**src/hdl/psq_pkg.sv**
```systemverilog
// Constants, scale tables and note lookup functions for the pitch scale quantizer.
// No dependencies.
package psq_pkg;

	localparam int SCALE_CNT    = 17;
	localparam int MAX_NOTES    = 12;
	localparam int BYPASS_SCALE = 17;

	typedef enum logic [2:0] {
		REG_ROOT_KNOB  = 3'd0,
		REG_SCALE_KNOB = 3'd1,
		REG_OCT_OFS    = 3'd2,
		REG_SEMI_OFS   = 3'd3,
		REG_FINE_OFS   = 3'd4
	} cfg_reg_t;

	typedef struct packed {
		logic       found;
		logic [3:0] note;
	} note_hit_t;

	localparam logic [3:0] SCALE_LEN [SCALE_CNT] = '{
		4'd7, 4'd6, 4'd12, 4'd7, 4'd7, 4'd7, 4'd7, 4'd7, 4'd7,
		4'd7, 4'd9, 4'd7, 4'd7, 4'd7, 4'd5, 4'd7, 4'd7
	};

	// Notes in semitones, ascending; entries past the length are padding.
	localparam logic [3:0] SCALE_TAB [SCALE_CNT][MAX_NOTES] = '{
		'{4'd0, 4'd2, 4'd3, 4'd5, 4'd7, 4'd8, 4'd10, 4'd0, 4'd0, 4'd0, 4'd0, 4'd0},
		'{4'd0, 4'd3, 4'd5, 4'd6, 4'd7, 4'd10, 4'd0, 4'd0, 4'd0, 4'd0, 4'd0, 4'd0},
		'{4'd0, 4'd1, 4'd2, 4'd3, 4'd4, 4'd5, 4'd6, 4'd7, 4'd8, 4'd9, 4'd10, 4'd11},
		'{4'd0, 4'd2, 4'd3, 4'd5, 4'd7, 4'd8, 4'd10, 4'd0, 4'd0, 4'd0, 4'd0, 4'd0},
		'{4'd0, 4'd2, 4'd3, 4'd5, 4'd7, 4'd9, 4'd10, 4'd0, 4'd0, 4'd0, 4'd0, 4'd0},
		'{4'd0, 4'd2, 4'd3, 4'd5, 4'd7, 4'd8, 4'd11, 4'd0, 4'd0, 4'd0, 4'd0, 4'd0},
		'{4'd0, 4'd1, 4'd1, 4'd4, 4'd5, 4'd8, 4'd10, 4'd0, 4'd0, 4'd0, 4'd0, 4'd0},
		'{4'd0, 4'd1, 4'd3, 4'd5, 4'd6, 4'd8, 4'd10, 4'd0, 4'd0, 4'd0, 4'd0, 4'd0},
		'{4'd0, 4'd2, 4'd4, 4'd6, 4'd7, 4'd9, 4'd10, 4'd0, 4'd0, 4'd0, 4'd0, 4'd0},
		'{4'd0, 4'd2, 4'd4, 4'd5, 4'd7, 4'd9, 4'd11, 4'd0, 4'd0, 4'd0, 4'd0, 4'd0},
		'{4'd0, 4'd2, 4'd3, 4'd5, 4'd7, 4'd8, 4'd9, 4'd10, 4'd11, 4'd0, 4'd0, 4'd0},
		'{4'd0, 4'd2, 4'd3, 4'd5, 4'd7, 4'd8, 4'd10, 4'd0, 4'd0, 4'd0, 4'd0, 4'd0},
		'{4'd0, 4'd2, 4'd4, 4'd5, 4'd7, 4'd9, 4'd10, 4'd0, 4'd0, 4'd0, 4'd0, 4'd0},
		'{4'd0, 4'd2, 4'd3, 4'd5, 4'd7, 4'd8, 4'd10, 4'd0, 4'd0, 4'd0, 4'd0, 4'd0},
		'{4'd0, 4'd2, 4'd4, 4'd7, 4'd9, 4'd0, 4'd0, 4'd0, 4'd0, 4'd0, 4'd0, 4'd0},
		'{4'd0, 4'd1, 4'd3, 4'd5, 4'd7, 4'd8, 4'd10, 4'd0, 4'd0, 4'd0, 4'd0, 4'd0},
		'{4'd0, 4'd1, 4'd3, 4'd5, 4'd7, 4'd10, 4'd11, 4'd0, 4'd0, 4'd0, 4'd0, 4'd0}
	};

	// Highest scale note at or below the given semitone (first note is always 0).
	function automatic logic [3:0] note_lo(input logic [4:0] sc, input logic [3:0] semi);
		logic [3:0] lo;
		lo = 4'd0;
		if (sc < 5'(SCALE_CNT)) begin
			for (int i = 0; i < MAX_NOTES; i++) begin
				if (4'(i) < SCALE_LEN[sc] && SCALE_TAB[sc][i] <= semi)
					lo = SCALE_TAB[sc][i];
			end
		end
		return lo;
	endfunction

	// Lowest scale note above the given semitone, if any.
	function automatic note_hit_t note_hi(input logic [4:0] sc, input logic [3:0] semi);
		note_hit_t hit;
		hit = '0;
		if (sc < 5'(SCALE_CNT)) begin
			for (int i = MAX_NOTES - 1; i >= 0; i--) begin
				if (4'(i) < SCALE_LEN[sc] && SCALE_TAB[sc][i] > semi) begin
					hit.found = 1'b1;
					hit.note  = SCALE_TAB[sc][i];
				end
			end
		end
		return hit;
	endfunction

	// round(x / 6144), half away from zero; result in -5..5.
	function automatic logic signed [3:0] round_half_cv(input logic signed [15:0] x);
		logic [16:0] mag;
		logic [2:0]  cnt;
		mag = x[15] ? 17'(-18'(x)) : 17'(x);
		cnt = 3'd0;
		for (int k = 1; k <= 5; k++) begin
			if (mag >= 17'(k * 6144 - 3072))
				cnt = cnt + 3'd1;
		end
		return x[15] ? -4'(signed'({1'b0, cnt})) : 4'(signed'({1'b0, cnt}));
	endfunction

endpackage

```
**src/hdl/pitch_scale_quantizer_top.sv**
```systemverilog
// Pitch scale quantizer, one channel: config registers and a two-stage pipeline.
// Depends on psq_pkg.
//
// Usage:
//   Config: wr_en/wr_index/wr_data write one register per cycle (0 root knob,
//   1 scale knob, 2 octave offset, 3 semitone offset, 4 fine offset). The user
//   writes only while no sample is in flight (not enforced). No read-back.
//   Input: a sample beat is taken on each clock edge with start high and busy
//   low. busy is always low: a new sample may enter every cycle.
//   Output: done pulses for one cycle with pitch_out, root_index and
//   scale_index, after the stage 1 and stage 2 registers. The receiver cannot
//   stall; every result must be taken in the cycle it is shown.
//   Throughput: one sample per cycle. Stage 1 applies the CV rounding, root and
//   scale index sums and the octave/semitone shift; stage 2 splits octave and
//   fraction, looks up the neighboring scale notes and adds root and fine.
//   Reset: arst_n low zeroes config and valid flags, dropping in-flight samples.
module pitch_scale_quantizer_top
	import psq_pkg::*;
(
	input  logic               clk,
	input  logic               arst_n,
	input  logic               wr_en,
	input  logic [2:0]         wr_index,
	input  logic [9:0]         wr_data,
	input  logic               start,
	output logic               busy,
	input  logic signed [15:0] pitch_in,
	input  logic signed [15:0] octave_cv,
	input  logic signed [15:0] semitone_cv,
	input  logic signed [15:0] fine_cv,
	input  logic [14:0]        root_cv,
	input  logic [14:0]        scale_cv,
	output logic               done,
	output logic signed [17:0] pitch_out,
	output logic [4:0]         root_index,
	output logic [4:0]         scale_index
);

	logic [3:0]        root_knob_q;
	logic [4:0]        scale_knob_q;
	logic signed [3:0] octave_q;
	logic signed [3:0] semitone_q;
	logic signed [9:0] fine_q;

	always_ff @(posedge clk or negedge arst_n) begin
		if (!arst_n) begin
			root_knob_q  <= '0;
			scale_knob_q <= '0;
			octave_q     <= '0;
			semitone_q   <= '0;
			fine_q       <= '0;
		end else if (wr_en) begin
			case (cfg_reg_t'(wr_index))
				REG_ROOT_KNOB:  root_knob_q  <= wr_data[3:0];
				REG_SCALE_KNOB: scale_knob_q <= wr_data[4:0];
				REG_OCT_OFS:    octave_q     <= signed'(wr_data[3:0]);
				REG_SEMI_OFS:   semitone_q   <= signed'(wr_data[3:0]);
				REG_FINE_OFS:   fine_q       <= signed'(wr_data);
				default: ;
			endcase
		end
	end

	assign busy = 1'b0;

	logic accept;
	assign accept = start && !busy;

	// ---------------- stage 1 ----------------
	logic [18:0]        root_prod;
	logic [19:0]        scale_prod;
	logic [3:0]         root_cnt;
	logic [4:0]         scale_cnt;
	logic [4:0]         root_sum;
	logic [5:0]         scale_sum;
	logic [4:0]         scale_sat;
	logic signed [4:0]  oct_steps;
	logic signed [4:0]  semi_steps;
	logic signed [18:0] shifted;
	logic signed [14:0] fine_sum;

	always_comb begin
		// floor(cv * n / 30720) by counting crossed thresholds
		root_prod  = 19'(root_cv) * 19'd11;
		scale_prod = 20'(scale_cv) * 20'd17;
		root_cnt   = 4'd0;
		scale_cnt  = 5'd0;
		for (int k = 1; k <= 11; k++) begin
			if (root_prod >= 19'(k * 30720))
				root_cnt = root_cnt + 4'd1;
		end
		for (int k = 1; k <= 18; k++) begin
			if (scale_prod >= 20'(k * 30720))
				scale_cnt = scale_cnt + 5'd1;
		end
		root_sum  = 5'(root_knob_q) + 5'(root_cnt);
		scale_sum = 6'(scale_knob_q) + 6'(scale_cnt);
		scale_sat = (scale_sum > 6'(BYPASS_SCALE)) ? 5'(BYPASS_SCALE) : scale_sum[4:0];

		oct_steps  = 5'(octave_q) + 5'(round_half_cv(octave_cv));
		semi_steps = 5'(semitone_q) + 5'(round_half_cv(semitone_cv));
		shifted    = 19'(pitch_in) + 19'(oct_steps) * 19'sd3072
		           + 19'(semi_steps) * 19'sd256;
		fine_sum   = 15'(fine_q) + 15'(fine_cv >>> 2);
	end

	logic               valid_s1;
	logic signed [18:0] shifted_s1;
	logic [4:0]         root_s1;
	logic [4:0]         scale_s1;
	logic signed [14:0] fine_s1;

	always_ff @(posedge clk or negedge arst_n) begin
		if (!arst_n)
			valid_s1 <= 1'b0;
		else
			valid_s1 <= accept;
	end

	always_ff @(posedge clk) begin
		if (accept) begin
			shifted_s1 <= shifted;
			root_s1    <= root_sum;
			scale_s1   <= scale_sat;
			fine_s1    <= fine_sum;
		end
	end

	// ---------------- stage 2 ----------------
	logic signed [8:0]  kilo;        // floor(v / 1024)
	logic [7:0]         kilo_ofs;    // kilo + 96, always positive
	logic [15:0]        div3_prod;
	logic [6:0]         div3;
	logic [1:0]         rem3;
	logic signed [6:0]  oct;
	logic [11:0]        frac;
	logic [3:0]         lo_note;
	note_hit_t          hi_hit;
	logic [11:0]        d_lo;
	logic [11:0]        d_hi;
	logic [3:0]         best;
	logic signed [9:0]  note_sum;
	logic signed [18:0] quant;
	logic signed [18:0] result;

	always_comb begin
		kilo      = 9'(shifted_s1 >>> 10);
		kilo_ofs  = 8'(kilo + 9'sd96);
		// divide by 3 via reciprocal 171/512, exact for values below 256
		div3_prod = 16'(kilo_ofs) * 16'd171;
		div3      = div3_prod[15:9];
		rem3      = 2'(kilo_ofs - 8'(div3) * 8'd3);
		oct       = signed'(div3) - 7'sd32;
		frac      = {rem3, shifted_s1[9:0]};

		lo_note = note_lo(scale_s1, frac[11:8]);
		hi_hit  = note_hi(scale_s1, frac[11:8]);
		d_lo    = frac - {lo_note, 8'd0};
		d_hi    = {hi_hit.note, 8'd0} - frac;
		// lower note wins on a tie; no wrap past the top note
		best    = (hi_hit.found && d_hi < d_lo) ? hi_hit.note : lo_note;

		note_sum = 10'(oct) * 10'sd12 + 10'(root_s1) + 10'(best);
		if (scale_s1 >= 5'(BYPASS_SCALE))
			quant = shifted_s1;
		else
			quant = 19'({note_sum, 8'd0});
		result = quant + 19'(fine_s1);
	end

	logic               valid_s2;
	logic signed [17:0] pitch_s2;
	logic [4:0]         root_s2;
	logic [4:0]         scale_s2;

	always_ff @(posedge clk or negedge arst_n) begin
		if (!arst_n)
			valid_s2 <= 1'b0;
		else
			valid_s2 <= valid_s1;
	end

	always_ff @(posedge clk) begin
		if (valid_s1) begin
			pitch_s2 <= result[17:0];
			root_s2  <= root_s1;
			scale_s2 <= scale_s1;
		end
	end

	assign done        = valid_s2;
	assign pitch_out   = pitch_s2;
	assign root_index  = root_s2;
	assign scale_index = scale_s2;

endmodule

```
**config.mk**
```make
export PLATFORM = sky130hd
export DESIGN_NAME = pitch_scale_quantizer_top
export DESIGN_NICKNAME = d
export VERILOG_FILES = /design/src/hdl/psq_pkg.sv /design/src/hdl/pitch_scale_quantizer_top.sv
export SDC_FILE = /design/constraint.sdc
export NUM_CORES = 1
export LEC_CHECK = 0
export CAP_MARGIN = 20
export CORE_MARGIN = 2
export CORE_UTILIZATION = 45
export DETAILED_ROUTE_END_ITERATION = 8
export DONT_BUFFER_PORTS = 1
export SLEW_MARGIN = 10
export SYNTH_ARGS = -nofsm -noshare
export SYNTH_HDL_FRONTEND = slang
export SYNTH_SLANG_ARGS = --single-unit
```
**constraint.sdc**
```tcl
create_clock -name clk -period 12.4 [get_ports clk]
set_clock_uncertainty 0.05 [all_clocks]
set_input_delay 0.62 -clock clk [delete_from_list [all_inputs] [get_ports clk]]
set_output_delay 0.62 -clock clk [all_outputs]
set_load 0.03 [all_outputs]
```
; Yosys cells after proc, flatten, opt, wreduce, memory -nomap -nowiden
; Memory sizes are Yosys's and may differ from the RTL's.
; Index checks and enable logic that the tools add are counted.
[classes]
addsub = 54
mul = 6
n_lt_le_gt_ge = 80
eq_ne = 4
mux = 75
bitwise = 1
reduce_logical = 31
[op_table]
columns = cell, count
row1 = $ge A20 B19 Y1 const B, 9
row2 = $mux W5, 30
row3 = $mux W4, 28
row4 = $mux W48, 2
row5 = $add A5 B1 Y5 const B, 17
row6 = $ge A20 B18 Y1 const B, 4
row7 = $ge A19 B18 Y1 const B, 4
row8 = $ge A17 B14 Y1 const B, 4
row9 = $ge A17 B15 Y1 const B, 4
row10 = $ge A19 B19 Y1 const B, 3
row11 = $gt A4 B4 Y1, 12
row12 = $le A4 B4 Y1, 12
row13 = $add A4 B1 Y4 const B, 10
row14 = $ge A20 B17 Y1 const B, 2
row15 = $ge A19 B17 Y1 const B, 2
row16 = $ge A17 B12 Y1 const B, 2
row17 = $mux W17, 2
row18 = $neg A16 Y17, 2
row19 = $logic_and A1 B1 Y1, 25
row20 = $add A3 B1 Y3 const B, 8
row21 = $mux W3, 8
row22 = $sub A12 B12 Y12, 2
row23 = $ge A20 B15 Y1 const B, 1
row24 = $ge A20 B16 Y1 const B, 1
row25 = 38 further kinds, 57
[totals]
regBits = 100
rom_bits = 1664
inputBits = 111
output_inout_bits = 30
elab_cells = 267
n_memories = 2
[memory_table]
columns = memory, words, word_bits, read_ports, rd_clocked_by_memory_dff, wr, line_no
row1 = (name not given), 32, 48, 1, 0, 0, psq_pkg.sv:69  ; hit.note = SCALE_TAB[sc][i];
row2 = (name not given), 32, 4, 1, 0, 0, psq_pkg.sv:67  ; if (4'(i) < SCALE_LEN[sc] && SCALE_TAB[sc][i] > semi) begin

; Depth between registers and ports, before layout
[depth]
ltp_word = 39
depth_mapped = 67
depth_no_buf = 66

; Least setup slack after synthesis
; OpenSTA, ideal clock, no wires.
[synth_path]
path_type = in2reg
from = input port scale_cv[1]
to = register scale_s1[1], data pin
setup_ns = 0.255
arrival_ns = 12.934
required_time_ns = 12.095
setup_slack_ns = -0.840
cell_stages = 63
path_buffers = 1
path_cell_list = ha_1 ha_1 fa_1 a211o_1 a211oi_2 or4b_1 and3_1 buf_4 nand2_4 a2111o_1 ha_1 xnor2_1 ha_1 o21ai_0 and3_1 inv_1 ha_1 a21oi_1 (+27 left out) ha_1 nor2_1 a31oi_1 ha_1 mux2_2 ha_1 mux2_2 ha_1 mux2_2 ha_1 mux2_2 fa_1 a21oi_1 nor2_1 nor2_1 xnor2_1 o31ai_1 and3_1
[synth_between]
elab_chain_len = 39
elab_cells_between_ends = 56
cone_classes = 18 x add/sub / 1 x mul / 19 x order compare / 18 x mux
[synth_rtl]
columns = element, line_no
row1 = from (decl), pitch_scale_quantizer_top.sv:32  ; input logic [14:0] scale_cv,
row2 = $mul A15 B5 Y20 (*), pitch_scale_quantizer_top.sv:85  ; scale_prod = 20'(scale_cv) * 20'd17;
row3 = $ge A20 B15 Y1, pitch_scale_quantizer_top.sv:93  ; if (scale_prod >= 20'(k * 30720))
row4 = $mux W1, pitch_scale_quantizer_top.sv:93
row5 = $add A5 B1 Y5, pitch_scale_quantizer_top.sv:94  ; scale_cnt = scale_cnt + 5'd1;
row6 = $mux W5, pitch_scale_quantizer_top.sv:93
row7 = $add A5 B1 Y5, pitch_scale_quantizer_top.sv:94
row8 = $mux W5, pitch_scale_quantizer_top.sv:93
row9 = $add A5 B1 Y5, pitch_scale_quantizer_top.sv:94
row10 = (+23 left out), n/a
row11 = $add A5 B1 Y5, pitch_scale_quantizer_top.sv:94
row12 = $mux W5, pitch_scale_quantizer_top.sv:93
row13 = $add A5 B1 Y5, pitch_scale_quantizer_top.sv:94
row14 = $mux W5, pitch_scale_quantizer_top.sv:93
row15 = $add A5 B1 Y5, pitch_scale_quantizer_top.sv:94
row16 = $mux W5 (*), pitch_scale_quantizer_top.sv:93
row17 = $add A5 B5 Y6 (*), pitch_scale_quantizer_top.sv:97  ; scale_sum = 6'(scale_knob_q) + 6'(scale_cnt);
row18 = $gt A6 B5 Y1, pitch_scale_quantizer_top.sv:98  ; scale_sat = (scale_sum > 6'(BYPASS_SCALE)) ? 5'(BYPASS_SCALE) : scale_sum[4:0];
row19 = to (signal assigned), pitch_scale_quantizer_top.sv:124  ; scale_s1 <= scale_sat;
row20 = to (decl), pitch_scale_quantizer_top.sv:110  ; logic [4:0] scale_s1;
; Mark *: on every way between the ends. The rest lies on a longest branch, timed or not.
; A chain may end at the register's enable or synchronous reset.

; Worst setup path in the final report
[layout_path]
from = input port scale_cv[5]
to = register scale_s1[2], data pin
; The elaborated chain is that of the path after synthesis.

==> results.tsv <==
metric	value	unit
status	completed	
first-pass iteration count of the detailed router	5	
crit path max fanout	5	
Max Cap Viol	0	
P&R area growth vs syn	13.78	%
R2R depth	59	
Critical Path Start Type	primary input	
Root Driver	clkbuf_16	
Post-synth EDFFs	71	
Top FF cell, synth	edfxtp_1	
Yosys cell types	98	
Core Area	35400	µm²
Core Util, Final	0.5184	
worst-margin pin slew	1063	ps
total CTS buffers	9	
initial core utilization	0.4556	
sequential share of the synthesized area	0.1772	
Worst path most repeated cell	ha_4	
FF-to-FF End	pitch_out[17]$_DFFE_PP_	
Async SR Flop Fraction	0.2900	
Reg2Reg Setup Slack	770	ps
CP Class	primary input to register	
CP endpoint kind	register	
fin. max-slew vios	0	
Yosys top cell area share	0.2017	
dominant cells by area after synthesis	ha_1 20%, edfxtp_1 13%, fa_1 5.6%	
CTS max path bufs	2	
cell accounting for the most synthesized area	ha_1	
Die Area	37370	µm²
Starting DRT DRC Count	695	
CP peak stage delay	430	ps
register bit count reported by yosys	100	
Nets	2379	
Worst Path Required	12460	ps
DP HPWL	32.13	mm
Cell Rows	69	
gpl congestion	0.8767	
first-pass GRT wire length	64.45	mm
Final Worst Setup Slack	161.6	ps
htree depth	3	
total wire length	39.37	mm
post-route cell area	18350	µm²
endpoints failing hold	0	
Arr. time, crit path	12300	ps
Routed WL per cell	16.20	µm
unrepaired setup endpoints after global routing	true	
number of global-route vias before repair	13310	
drt drc	0	
Slew HR	0.2824	
CTS sink cnt	100	
Die Width	193.3	µm
commonest non-fill, non-tap cell in the layout	ha_1	
final hold slack	19.19	ps
reg2reg start	shifted_s1[13]$_DFFE_PP_	
Clock transition at path regs	80	ps
total gr overflow	0	
syn nets	2282	
slowest CP cell	or3_4	
Global Route Usage Sum	0.2042	
Die Y	193.3	µm
Placed Area	17440	µm²
Synth warnings	0	
Antenna Nets Post-Route	0	
Buffers on Ports	0	
Place WS	-332.6	ps
Cells after Synth	1866	
vias post-DR	13580	
worst skew pair latency	360	ps
hold crit path type	primary input to async pin	
via/cell ratio	5.589	
Syn Area/Cell	8.643	µm²
achievable clock frequency	0.08171	GHz
Setup Viol. Count Final	0	
largest net degree at the start of global routing	45	
post-route minimum period	12240	ps
initial antenna violation count	1	
Tcrit/Tclk final	0.9870	
# IOs	141	
TritonCTS clock tree	done	
most frequent cells in the layout	238 x ha_1, 230 x inv_1, 128 x nand2_1	
layout cells sized above 1	0.1616	
synthesized area	16130	µm²
## cells by family (layout without fill, tap and decap cells)
family | count (synthesis) | count (layout) | share of synthesized area
AOI/OAI and AO/OA | 491 | 491 | 0.2076
xor gates and xnor gates | 167 | 167 | 0.1078
adders and majority gates | 305 | 305 | 0.2576
buffers and inverters | 274 | 376 | 0.06486
DFF | 100 | 100 | 0.1772
muxes | 60 | 60 | 0.04065
other | 1 | 2 | 0.0002325
and+or+nand+nor | 468 | 468 | 0.1441
## per-layer routing
metal | wire length [µm] | up-vias | part of all wire | track usage
li1 | - | 6864 | - | -
met1 | 17680 | 6451 | 0.45 | 0.2593
met2 | 19800 | 228 | 0.50 | 0.3743
met3 | 1364 | 38 | 0.035 | 0.02476
met4 | 533 | 0 | 0.014 | 0.03478
met5 | 0 | - | 0 | 0
## state kept, by name, indices dropped and copies added, names as in the netlist
| signal | flops |
|---|---|
| done | 1 |
| fine_q | 10 |
| root_s1 | 5 |
| scale_s1 | 5 |
| octave_q | 4 |
| root_index | 5 |
| root_knob_q | 4 |
| shifted_s1 | 18 |
| scale_knob_q | 5 |
| pitch_out | 18 |
| valid_s1 | 1 |
| semitone_q | 4 |
| scale_index | 5 |
| fine_s1 | 15 |
## worst max path at each step
stage	start	to	slack [ps]	cells after the start
after global routing	scale_cv[5]	scale_s1[2]$_SDFFCE_PN0P_	-260	61
after CTS	scale_cv[1]	scale_s1[2]$_SDFFCE_PN0P_	10	61
after global placement	scale_cv[1]	scale_s1[0]$_SDFFCE_PN1P_	-110	62
after detailed placement	scale_cv[1]	scale_s1[2]$_SDFFCE_PN0P_	-330	63
after floorplan	scale_cv[1]	scale_s1[2]$_SDFFCE_PN0P_	10	63
final	scale_cv[5]	scale_s1[2]$_SDFFCE_PN0P_	160	61
## synthesized netlist by cell type (23+ instances only)
cell type	instances
nor2b_1	23
nor3_1	34
mux2_2	40
o21ai_0	86
xor2_1	43
o211ai_1	23
nand2_1	134
nor2_1	112
nand2b_1	26
edfxtp_1	71
xnor2_1	102
clkbuf_1	27
dfrtp_1	29
a21oi_1	130
a21o_1	51
ha_1	260
fa_1	45
inv_1	236
nand3_1	30
## area by class of cell
class	count	area, µm²
fillers	3305	17050
multi-input cells	1492	12770
flip-flops and latches	100	2858
repair buffers	124	944.7
inverters	236	890.9
well taps	461	576.8
clock buffers	10	239.0
clock inverters	6	66.31
diodes	1	2.502
## worst max-delay path: cells and delay by family
family / cells / cell delay [ps]
compound gates: 15 / 2720
buf+inv: 4 / 230
mux: 7 / 1630
xor+xnor: 1 / 160
fa+ha+maj: 19 / 4990
simple gates: 15 / 1900
## through the flow
stage,TNS (ps),instances
6_report,0,2430
5_1_grt,-862.3,2430
4_1_cts,0,2408
3_5_place_dp,-1367,2391
3_3_place_gp,-322.0,2391
2_1_floorplan,0,1866
## what timing repair did
item,4_1_cts,5_1_grt
hold buffers,1,0
gates resized for setup,0,84
setup endpoints to repair,0,12
setup buffers,0,20
endpoints found under the hold margin,29,0
Power is left out: the tool's default activity adds up to more than one toggle a clock period on the data nets, which glitch-free logic cannot reach.
